[src/rtl/dett_pkg.sv]
// ----------------------------------------------------------------------------
// dett_pkg: detection event trigger shared types
// Register map, trigger modes, item and result records, overlap helper.
// ----------------------------------------------------------------------------
`default_nettype none

package dett_pkg;

  // coordinate width used by the watch area overlap test
  localparam int unsigned CoordBits = 16;

  localparam int unsigned CfgIdxBits = 4;
  localparam int unsigned CfgDataBits = 64;

  typedef logic [CoordBits-1:0] coord_t;
  typedef logic [CoordBits:0]   coord_sum_t;

  // register indexes
  localparam logic [CfgIdxBits-1:0] RegEnable        = 4'd0;
  localparam logic [CfgIdxBits-1:0] RegTriggerMode   = 4'd1;
  localparam logic [CfgIdxBits-1:0] RegWantedClass   = 4'd2;
  localparam logic [CfgIdxBits-1:0] RegWantedSource  = 4'd3;
  localparam logic [CfgIdxBits-1:0] RegTriggerLimit  = 4'd4;
  localparam logic [CfgIdxBits-1:0] RegMinConfidence = 4'd5;
  localparam logic [CfgIdxBits-1:0] RegMinSize       = 4'd6;
  localparam logic [CfgIdxBits-1:0] RegWatchArea     = 4'd7;

  // item action codes
  localparam logic ActObject   = 1'b0;
  localparam logic ActFrameEnd = 1'b1;

  typedef enum logic [1:0] {
    MODE_OCCURRENCE = 2'd0,
    MODE_ABSENCE    = 2'd1,
    MODE_SUMMATION  = 2'd2
  } mode_e;

  typedef struct packed {
    logic        enable;
    logic [1:0]  trigger_mode;
    logic [15:0] wanted_class;
    logic [7:0]  wanted_source;
    logic [15:0] trigger_limit;
    logic [15:0] min_confidence;
    logic [31:0] min_size;
    logic [63:0] watch_area;
  } cfg_t;

  typedef struct packed {
    logic        action;
    logic [7:0]  frame_source;
    logic [15:0] object_class;
    logic [15:0] object_confidence;
    logic [15:0] box_left;
    logic [15:0] box_top;
    logic [15:0] box_width;
    logic [15:0] box_height;
  } item_t;

  typedef struct packed {
    logic        object_passed;
    logic        event_fired;
    logic [15:0] frame_count_seen;
    logic [31:0] events_so_far;
    logic [31:0] events_total;
  } res_t;

  // v lies in [lo, lo + len], sum taken one bit wider so it never wraps
  function automatic logic in_range(coord_t v, coord_t lo, coord_t len);
    coord_sum_t hi;
    hi = {1'b0, lo} + {1'b0, len};
    return (v >= lo) && ({1'b0, v} <= hi);
  endfunction

endpackage

`default_nettype wire

[src/rtl/dett_cfg.sv]
// ----------------------------------------------------------------------------
// dett_cfg: configuration register bank
// Holds the trigger settings; writes to unknown indexes are dropped.
// ----------------------------------------------------------------------------
`default_nettype none

module dett_cfg (
  input  wire logic                              clk_i,
  input  wire logic                              rst_ni,
  input  wire logic                              cfg_valid_i,
  input  wire logic [dett_pkg::CfgIdxBits-1:0]   cfg_index_i,
  input  wire logic [dett_pkg::CfgDataBits-1:0]  cfg_data_i,
  output dett_pkg::cfg_t                         cfg_o
);

  dett_pkg::cfg_t cfg_q, cfg_d;

  always_comb begin
    cfg_d = cfg_q;
    if (cfg_valid_i) begin
      unique case (cfg_index_i)
        dett_pkg::RegEnable:        cfg_d.enable         = cfg_data_i[0];
        dett_pkg::RegTriggerMode:   cfg_d.trigger_mode   = cfg_data_i[1:0];
        dett_pkg::RegWantedClass:   cfg_d.wanted_class   = cfg_data_i[15:0];
        dett_pkg::RegWantedSource:  cfg_d.wanted_source  = cfg_data_i[7:0];
        dett_pkg::RegTriggerLimit:  cfg_d.trigger_limit  = cfg_data_i[15:0];
        dett_pkg::RegMinConfidence: cfg_d.min_confidence = cfg_data_i[15:0];
        dett_pkg::RegMinSize:       cfg_d.min_size       = cfg_data_i[31:0];
        dett_pkg::RegWatchArea:     cfg_d.watch_area     = cfg_data_i[63:0];
        default: ;
      endcase
    end
  end

  always_ff @(posedge clk_i or negedge rst_ni) begin
    if (!rst_ni) begin
      cfg_q <= '{enable: 1'b1, default: '0};
    end else begin
      cfg_q <= cfg_d;
    end
  end

  assign cfg_o = cfg_q;

endmodule

`default_nettype wire

[src/rtl/dett_filter.sv]
// ----------------------------------------------------------------------------
// dett_filter: object pass criteria
// Enable, limit, class, source, confidence, size and watch area checks.
// ----------------------------------------------------------------------------
`default_nettype none

module dett_filter (
  input  wire dett_pkg::cfg_t   cfg_i,
  input  wire dett_pkg::item_t  item_i,
  input  wire logic [31:0]      fired_count_i,
  output logic                  pass_o
);

  dett_pkg::coord_t bl, bt, bw, bh, al, at, aw, ah;
  logic limit_ok, class_ok, source_ok, conf_ok, size_ok, area_ok;
  logic x_ovl, y_ovl;

  always_comb begin
    bl = dett_pkg::coord_t'(item_i.box_left);
    bt = dett_pkg::coord_t'(item_i.box_top);
    bw = dett_pkg::coord_t'(item_i.box_width);
    bh = dett_pkg::coord_t'(item_i.box_height);
    al = dett_pkg::coord_t'(cfg_i.watch_area[63:48]);
    at = dett_pkg::coord_t'(cfg_i.watch_area[47:32]);
    aw = dett_pkg::coord_t'(cfg_i.watch_area[31:16]);
    ah = dett_pkg::coord_t'(cfg_i.watch_area[15:0]);

    limit_ok  = (cfg_i.trigger_limit == '0) ||
                (fired_count_i < {16'd0, cfg_i.trigger_limit});
    class_ok  = item_i.object_class == cfg_i.wanted_class;
    source_ok = (cfg_i.wanted_source == '0) ||
                (item_i.frame_source == cfg_i.wanted_source);
    conf_ok   = $signed(item_i.object_confidence) >= $signed(cfg_i.min_confidence);
    size_ok   = ((cfg_i.min_size[31:16] == '0) ||
                 (item_i.box_width >= cfg_i.min_size[31:16])) &&
                ((cfg_i.min_size[15:0] == '0) ||
                 (item_i.box_height >= cfg_i.min_size[15:0]));

    x_ovl   = dett_pkg::in_range(bl, al, aw) || dett_pkg::in_range(al, bl, bw);
    y_ovl   = dett_pkg::in_range(bt, at, ah) || dett_pkg::in_range(at, bt, bh);
    // zero area width or height turns the area check off
    area_ok = (aw == '0) || (ah == '0) || (x_ovl && y_ovl);

    pass_o = (item_i.action == dett_pkg::ActObject) && cfg_i.enable && limit_ok &&
             class_ok && source_ok && conf_ok && size_ok && area_ok;
  end

endmodule

`default_nettype wire

[src/rtl/dett_count.sv]
// ----------------------------------------------------------------------------
// dett_count: trigger mode logic and event counters
// Decides firing per item and keeps the saturating frame and event counts.
// ----------------------------------------------------------------------------
`default_nettype none

module dett_count (
  input  wire logic        clk_i,
  input  wire logic        rst_ni,
  input  wire logic        step_i,
  input  wire logic        action_i,
  input  wire logic        pass_i,
  input  wire logic [1:0]  trigger_mode_i,
  output logic [31:0]      fired_count_o,
  output dett_pkg::res_t   res_o
);

  logic [31:0] fired_q, fired_d;
  logic [31:0] global_q, global_d;
  logic [15:0] pass_cnt_q, pass_cnt_d;
  logic        fire;
  logic [15:0] seen;

  always_comb begin
    fire       = 1'b0;
    pass_cnt_d = pass_cnt_q;
    seen       = pass_cnt_q;
    if (action_i == dett_pkg::ActObject) begin
      if (pass_i) begin
        if (pass_cnt_q != '1) begin
          pass_cnt_d = pass_cnt_q + 16'd1;
        end
        fire = (trigger_mode_i != dett_pkg::MODE_ABSENCE) &&
               (trigger_mode_i != dett_pkg::MODE_SUMMATION);
      end
      seen = pass_cnt_d;
    end else begin
      unique case (trigger_mode_i)
        dett_pkg::MODE_ABSENCE:   fire = (fired_q == '0) && (pass_cnt_q == '0);
        dett_pkg::MODE_SUMMATION: fire = 1'b1;
        default:                  fire = 1'b0;
      endcase
      pass_cnt_d = '0;
    end

    fired_d  = (fire && fired_q != '1) ? fired_q + 32'd1 : fired_q;
    global_d = (fire && global_q != '1) ? global_q + 32'd1 : global_q;

    res_o.object_passed    = pass_i;
    res_o.event_fired      = fire;
    res_o.frame_count_seen = seen;
    res_o.events_so_far    = fired_d;
    res_o.events_total     = global_d;
  end

  always_ff @(posedge clk_i or negedge rst_ni) begin
    if (!rst_ni) begin
      fired_q    <= '0;
      global_q   <= '0;
      pass_cnt_q <= '0;
    end else if (step_i) begin
      fired_q    <= fired_d;
      global_q   <= global_d;
      pass_cnt_q <= pass_cnt_d;
    end
  end

  assign fired_count_o = fired_q;

endmodule

`default_nettype wire

[src/rtl/detection_event_trigger_top.sv]
// ----------------------------------------------------------------------------
// detection_event_trigger_top: detection event trigger
// Filters object records, raises events by mode and reports the counters.
// ----------------------------------------------------------------------------
//  channel | handshake                 | payload
//  --------+---------------------------+------------------------------------
//  in      | in_valid_i / in_ready_o   | action, source, class, conf, box
//  out     | out_valid_o / out_ready_i | passed, fired, seen, so_far, total
//  cfg     | cfg_valid_i / cfg_ready_o | cfg_index_i, cfg_data_i
//
//  One request per cycle while the result is not stalled; each passes the input
//  register, then the result register. The counter update between them sets the rate.
//  A stalled result holds the input stage; both fill before in_ready_o drops.
//  Reset restores enable to 1, other registers and all counters to 0.
// ----------------------------------------------------------------------------
`default_nettype none

module detection_event_trigger_top (
  input  wire logic                             clk_i,
  input  wire logic                             rst_ni,
  input  wire logic                             in_valid_i,
  output logic                                  in_ready_o,
  input  wire logic                             action_i,
  input  wire logic [7:0]                       frame_source_i,
  input  wire logic [15:0]                      object_class_i,
  input  wire logic signed [15:0]               object_confidence_i,
  input  wire logic [15:0]                      box_left_i,
  input  wire logic [15:0]                      box_top_i,
  input  wire logic [15:0]                      box_width_i,
  input  wire logic [15:0]                      box_height_i,
  output logic                                  out_valid_o,
  input  wire logic                             out_ready_i,
  output logic                                  object_passed_o,
  output logic                                  event_fired_o,
  output logic [15:0]                           frame_count_seen_o,
  output logic [31:0]                           events_so_far_o,
  output logic [31:0]                           events_total_o,
  input  wire logic                             cfg_valid_i,
  output logic                                  cfg_ready_o,
  input  wire logic [dett_pkg::CfgIdxBits-1:0]  cfg_index_i,
  input  wire logic [dett_pkg::CfgDataBits-1:0] cfg_data_i
);

  dett_pkg::cfg_t  cfg;
  dett_pkg::item_t item_q;
  dett_pkg::res_t  res, res_q;
  logic            item_valid_q, item_valid_d;
  logic            out_valid_q, out_valid_d;
  logic            advance, in_fire, step, pass;
  logic [31:0]     fired_count;

  assign cfg_ready_o = 1'b1;

  dett_cfg u_cfg (
    .clk_i       (clk_i),
    .rst_ni      (rst_ni),
    .cfg_valid_i (cfg_valid_i),
    .cfg_index_i (cfg_index_i),
    .cfg_data_i  (cfg_data_i),
    .cfg_o       (cfg)
  );

  assign advance    = !out_valid_q || out_ready_i;
  assign in_ready_o = !item_valid_q || advance;
  assign in_fire    = in_valid_i && in_ready_o;
  assign step       = item_valid_q && advance;

  always_comb begin
    item_valid_d = item_valid_q;
    if (in_fire) begin
      item_valid_d = 1'b1;
    end else if (advance) begin
      item_valid_d = 1'b0;
    end
    out_valid_d = advance ? item_valid_q : out_valid_q;
  end

  always_ff @(posedge clk_i or negedge rst_ni) begin
    if (!rst_ni) begin
      item_valid_q <= 1'b0;
      out_valid_q  <= 1'b0;
    end else begin
      item_valid_q <= item_valid_d;
      out_valid_q  <= out_valid_d;
    end
  end

  always_ff @(posedge clk_i) begin
    if (in_fire) begin
      item_q.action            <= action_i;
      item_q.frame_source      <= frame_source_i;
      item_q.object_class      <= object_class_i;
      item_q.object_confidence <= object_confidence_i;
      item_q.box_left          <= box_left_i;
      item_q.box_top           <= box_top_i;
      item_q.box_width         <= box_width_i;
      item_q.box_height        <= box_height_i;
    end
    if (step) begin
      res_q <= res;
    end
  end

  dett_filter u_filter (
    .cfg_i         (cfg),
    .item_i        (item_q),
    .fired_count_i (fired_count),
    .pass_o        (pass)
  );

  dett_count u_count (
    .clk_i          (clk_i),
    .rst_ni         (rst_ni),
    .step_i         (step),
    .action_i       (item_q.action),
    .pass_i         (pass),
    .trigger_mode_i (cfg.trigger_mode),
    .fired_count_o  (fired_count),
    .res_o          (res)
  );

  assign out_valid_o        = out_valid_q;
  assign object_passed_o    = res_q.object_passed;
  assign event_fired_o      = res_q.event_fired;
  assign frame_count_seen_o = res_q.frame_count_seen;
  assign events_so_far_o    = res_q.events_so_far;
  assign events_total_o     = res_q.events_total;

endmodule

`default_nettype wire

[config.mk]
export PLATFORM = sky130hd
export DESIGN_NAME = detection_event_trigger_top
export DESIGN_NICKNAME = d
export VERILOG_FILES = /design/src/rtl/dett_pkg.sv /design/src/rtl/dett_cfg.sv /design/src/rtl/dett_filter.sv /design/src/rtl/dett_count.sv /design/src/rtl/detection_event_trigger_top.sv
export SDC_FILE = /design/constraint.sdc
export NUM_CORES = 1
export LEC_CHECK = 0
export BUFFER_PORTS_ARGS = -buffer_cell sky130_fd_sc_hd__buf_2
export CAP_MARGIN = 20
export CORE_MARGIN = 8
export CORE_UTILIZATION = 55
export CTS_CLUSTER_DIAMETER = 150
export DETAILED_ROUTE_END_ITERATION = 16
export GPL_ROUTABILITY_DRIVEN = 0
export GPL_TIMING_DRIVEN = 0
export PLACE_DENSITY = 0.75
export SKIP_CTS_REPAIR_TIMING = 1
export SYNTH_ARGS = -nofsm -noshare
export SYNTH_HDL_FRONTEND = slang
export SYNTH_HIERARCHICAL = 1
export SYNTH_SLANG_ARGS = --single-unit
[constraint.sdc]
create_clock -name clk_i -period 11.9 [get_ports clk_i]
set_input_delay 0.595 -clock clk_i [delete_from_list [all_inputs] [get_ports clk_i]]
set_output_delay 0.595 -clock clk_i [all_outputs]
set_load 0.01 [all_outputs]
Word-level counts from Yosys, hierarchy flattened
Cells that the tools add are included.
- bits in registers: 424
- latch bits: 0
- bits in writable memories: 0
- bits in read-only memories: 0
- input port bits: 178
- output and inout port bits: 85
- word-level logic and storage cells: 122
- memories: 0
- add/subtract/negate cells: 7
- $mul: 0
- divide/modulo/power cells: 0
- order comparisons: 12
- equal/unequal tests: 16
- shift operators: 0
- muxes and demuxes: 11
- bitwise logic cells: 1
- reductions and logical operators: 49
- operators by type and width (cell ; count):
    $ge 16x16->1 ; 7
    $logic_not 16->1 ; 6
    $add 16x16->17 ; 4
    $le 16x17->1 ; 4
    $add 32x1->32 const B ; 2
    $mux 16 ; 4
    $mux 32 ; 2
    $ne 32x32->1 const B ; 2
    $logic_not 32->1 ; 1
    $lt 32x16->1 ; 1
    $logic_and 1x1->1 ; 19
    $add 16x1->16 const B ; 1
    $eq 16x16->1 ; 1
    $eq 4x3->1 const B ; 4
    $ne 16x16->1 const B ; 1
    $reduce_and 2->1 ; 8
    $logic_or 1x1->1 ; 10
    $eq 4x2->1 const B ; 2
    $eq 8x8->1 ; 1
    $logic_not 8->1 ; 1
    $eq 4x1->1 const B ; 1
    $logic_not 4->1 ; 1
    $mux 1 ; 4
    $eq 2x1->1 const B ; 1
    7 further kinds ; 8

Depth between registers and ports, before layout
- word-level depth: 12
- depth in mapped cells: 27

Cells and area by module
Netlist, hierarchy kept.
- modules (own cells, without submodules) (module ; times used ; cells each ; area each (µm²)):
    dett_filter ; 1 ; 909 ; 6899.1
    dett_cfg ; 1 ; 337 ; 5911.9
    detection_event_trigger_top ; 1 ; 197 ; 5730.5
    dett_count ; 1 ; 657 ; 5650.4

Worst setup path before layout
OpenSTA, ideal clock, no wires.
- kind: flip-flop to flip-flop
- start point: register item_q[32] in the netlist's numbering
- end point: register res_q, in the netlist frame_count_seen_o[9], data pin
- setup time: 0.266 ns
- arrival: 5.440 ns
- required time: 11.634 ns
- path slack: 6.194 ns
- stages on the path, launching flop included: 25
- buffers on the path: 0
- cells stage by stage: edfxtp_1 > ha_1 > fa_1 > a211oi_1 > o21ai_1 > nand2_1 > o22ai_1 > o41a_1 > a21o_1 > a21oi_1 > xor2_1 > ha_1 > o21a_1 > o21a_1 > o22ai_1 > nor4_1 > o21ai_0 > a31oi_1 > a2111o_1 > a2111oi_2 > inv_1 > or3_1 > or4b_2 > nor2_1 > xor2_1
- RTL lines (element ; RTL line ; RTL):
    start: declaration ; detection_event_trigger_top.sv:45 ; dett_pkg::item_t item_q;
    end signal: assignment ; detection_event_trigger_top.sv:100 ; res_q <= res;
    end: declaration ; detection_event_trigger_top.sv:46 ; dett_pkg::res_t res, res_q;

==> results.md <==
- Filler Cell Count: 3394
- Required time of the worst setup path: 12190 ps
- I/O Pins: 263
- Die width: 226 um
- Share of power burned in registers: 40.5%
- Max Fclk: 152 MHz
- Final-report hold violation count: 0
- CP startpoint: item_q[32]
- Min cycle time layout: 6560 ps
- PnR Total Power: 4.66 mW
- Global-route wire length before repair: 94.9 mm
- Fin cells: 3048
- Netlist cell types: 84
- Initial core utilization: 55.2%
- Syn Nets: 2512
- Clk sink count: 424
- Max stage delay on crit path: 450 ps
- PwrDens: 167 nW/um^2
- Top_reg_cell synth: dfrtp_1
- Most Frequent Cell on Critical Path: o21a_1
- Synth Warn #: 6
- Worst R2R Path Depth: 28
- Data arrival, critical path: 6850 ps
- Fin area: 28000 sq um
- Status: finished clean
- LEAKAGE: 12.5 nW
- Clk buf depth: 3
- # DRC: 0
- Vias: 17703
- Tot GR Track Use: 23.4%
- Period utilization: 55.1%
- H-tree depth: 2
- Setup_tns: 0 ps
- Final slew viol count: 0
- Vias in the first global route: 17847
- CTS tree: done
- Hold WS: 185 ps
- Syn Std Cell Area: 24200 sq um
- Top post-synthesis cells by area: dfrtp_1 (24%), edfxtp_1 (23%), ha_1 (12%)
- Drt first pass iters: 6
- GRT overflow: 0
- Die area: 51000 sq um
- Dpl hpwl: 46.3 mm
- Startpoint type of the worst setup path: register
- Crit Path Class: reg -> reg
- Layout area overhead: 15.6%
- Gate Count Post-Synth: 2100
- Inst Count DP: 2957
- Share of cells above drive strength 1: 23.2%
- CTS Buf Count: 46
- Wire length per cell: 20.0 um
- Clk root buf: clkbuf_16
- Core area: 43800 sq um
- CP Max Fanout: 10
- Peak VDD IR: 121 uV
- Yosys top cell by area: dfrtp_1
- Die Span Y: 226 um
- Initial antenna violation count: 7
- Worst R2R Setup Slack: 5340 ps
- Max cap viols: 0
- IO Port Bufs: 260
- Final number of setup-violating endpoints: 0
- Clk pin slew, worst setup/hold paths: 60 ps
- Worst path slowest cell: edfxtp_1
- Reg-to-Reg End: events_so_far_o[1]
- Post-route ant nets: 0
- FF-to-FF Start: item_q[32]
- Vias per Instance: 5.81
- Clock Skews: 19.4 ps
- Worst Max-Slew Pin Slew: 717 ps
- CP Capture Type: register
- Clk network pwr share: 31.9%
- Psw: 1.47 mW
- Synth top area share: 24.4%
- Sequential fraction of the synthesis area: 47.7%
- DRT iter0 DRCs: 1347
- EDFF count, synth: 187
- RSZ-0062 raised after global routing: no
- DP Area: 26400 sq um
- Critical Path End: events_so_far_o[1]
- Gate power share: 27.6%
- Register Area: 11500 sq um
- Sw frac: 31.4%
- Nets@finish: 2826
- Syn Area/Cell: 11.5 sq um
- Register bit count reported by yosys: 424
- Power Internal: 3.19 mW
- Asr flop ratio synth: 55.9%
- Rows: 77
- Worst-Skew Late Latency: 580 ps
- Multi-input gate area: 11800 sq um
- WL final: 60.8 mm
- Largest net degree at the start of global routing: 102
- Hold Crit Class: in -> reg
- Normalized max-slew margin: 51.7%
-- layout by cell type, fill, tap and decap left out, types with 12 or more instances in the layout --
cell type,instances
clkbuf_1,22
and3_1,30
ha_1,230
buf_2,279
o21a_1,13
inv_1,128
nor2b_1,16
nand2_1,103
and2_1,12
o21ai_0,50
clkbuf_16,46
dfrtp_1,236
nand4_1,77
mux2_2,152
a21o_1,46
nor4_1,48
nand2b_1,19
and4_1,18
a21oi_1,78
nor2_1,97
xor2_1,53
edfxtp_1,187
a31oi_1,13
a211oi_1,17
nand3_1,77
xnor2_1,154
buf_6,16
nor3_1,30
o31ai_1,12
o21ai_1,16
-- flip-flops by register name (all words and copies together), names as in the netlist --
register	flops
event_fired_o	1
events_so_far_o	32
u_count/pass_cnt_q	16
u_cfg/cfg_o	155
frame_count_seen_o	16
u_count/global_q	32
item_q	105
out_valid_o	1
events_total_o	32
item_valid_q	1
object_passed_o	1
u_count/fired_count_o	32
-- logic make-up (layout without fill, tap and decap cells) --
group / after synthesis / after routing / share of synthesized area, %
adders and majority gates: 234 / 234 / 12.2
muxes: 161 / 161 / 7.49
other: 1 / 5 / 0.0155
and+or+nand+nor: 572 / 572 / 12.9
buffers and inverters: 193 / 545 / 3.68
AOI/OAI and AO/OA: 308 / 308 / 8.48
DFF: 424 / 424 / 47.7
xor gates and xnor gates: 207 / 207 / 7.49
-- cell usage after synthesis, types with 10 or more instances --
cell / instances
or3_1: 10
xnor2_1: 154
a31oi_1: 13
buf_6: 16
ha_1: 230
o21ai_1: 16
nor2_1: 97
xor2_1: 53
and3_1: 30
a21o_1: 46
edfxtp_1: 187
inv_1: 128
nand2_1: 103
dfrtp_1: 236
a21oi_1: 78
nand2b_1: 19
o31ai_1: 12
nor4_1: 48
a211oi_1: 17
and4_1: 18
buf_2: 20
nand4_1: 77
clkbuf_1: 19
o21ai_0: 50
nor2b_1: 16
nand3_1: 77
mux2_2: 152
nor3_1: 30
o21a_1: 13
and2_1: 13
-- worst min-delay path by stage --
stage	slack [ps]	depth (start not counted)	startpoint	endpoint
after global routing	160	1	object_class_i[5]	item_q[85]
final	190	1	object_class_i[5]	item_q[85]
after global placement	490	1	u_cfg/cfg_o[105]	u_cfg/cfg_o[105]
after detailed placement	500	1	u_cfg/cfg_o[97]	u_cfg/cfg_o[97]
after CTS	-70	1	rst_ni	u_count/pass_cnt_q[3]
after floorplan	300	0	rst_ni	item_valid_q
-- power groups by stage --
| stage | sequential (mW) | clock (mW) | combinational, mW |
|---|---|---|---|
| floorplan | 1.87 | 0 | 0.911 |
| global placement | 1.91 | 0 | 1.18 |
| detailed placement | 1.91 | 0 | 1.26 |
| CTS | 1.89 | 1.52 | 1.27 |
| global route | 1.91 | 1.58 | 1.43 |
| finish | 1.89 | 1.49 | 1.29 |
-- worst max-delay path, delay by kind of cell (launching register included) --
family | cells | cell delay [ps]
AO/OA/AOI/OAI | 14 | 2630
AND/OR/NAND/NOR | 6 | 1390
XOR/XNOR | 1 | 100
flip-flops | 1 | 450
adder cells (fa/ha/maj) | 3 | 990
buffers and inverters | 4 | 700
-- stage by stage --
stage / setup WS [ps] / utilization [%]
2_1_floorplan: 6190 / -
3_3_place_gp: 4970 / 59.8
3_5_place_dp: 5380 / 60.1
4_1_cts: 5370 / 63.8
5_1_grt: 4940 / 63.8
6_report: 5340 / 63.8
-- metal layers --
metal | GRT usage, % | vias to the layer above | wire length [um]
met5 | 0 | - | 34
met4 | 9.56 | 6 | 2280
met3 | 4.53 | 144 | 3840
met2 | 38.5 | 597 | 28800
met1 | 30.1 | 8577 | 25900
li1 | - | 8379 | -
-- cell type report --
cell class	count	area share [%]
clock buffers	51	4.25
plain buffers	62	1.42
multi-input cells	1483	42.0
flip-flops and latches	424	41.3
diodes	4	0.0358
inverters	131	1.76
repair buffers	266	5.14
well taps	592	2.65
clock inverters	35	1.42
Power figures use the tool's default switching activity.
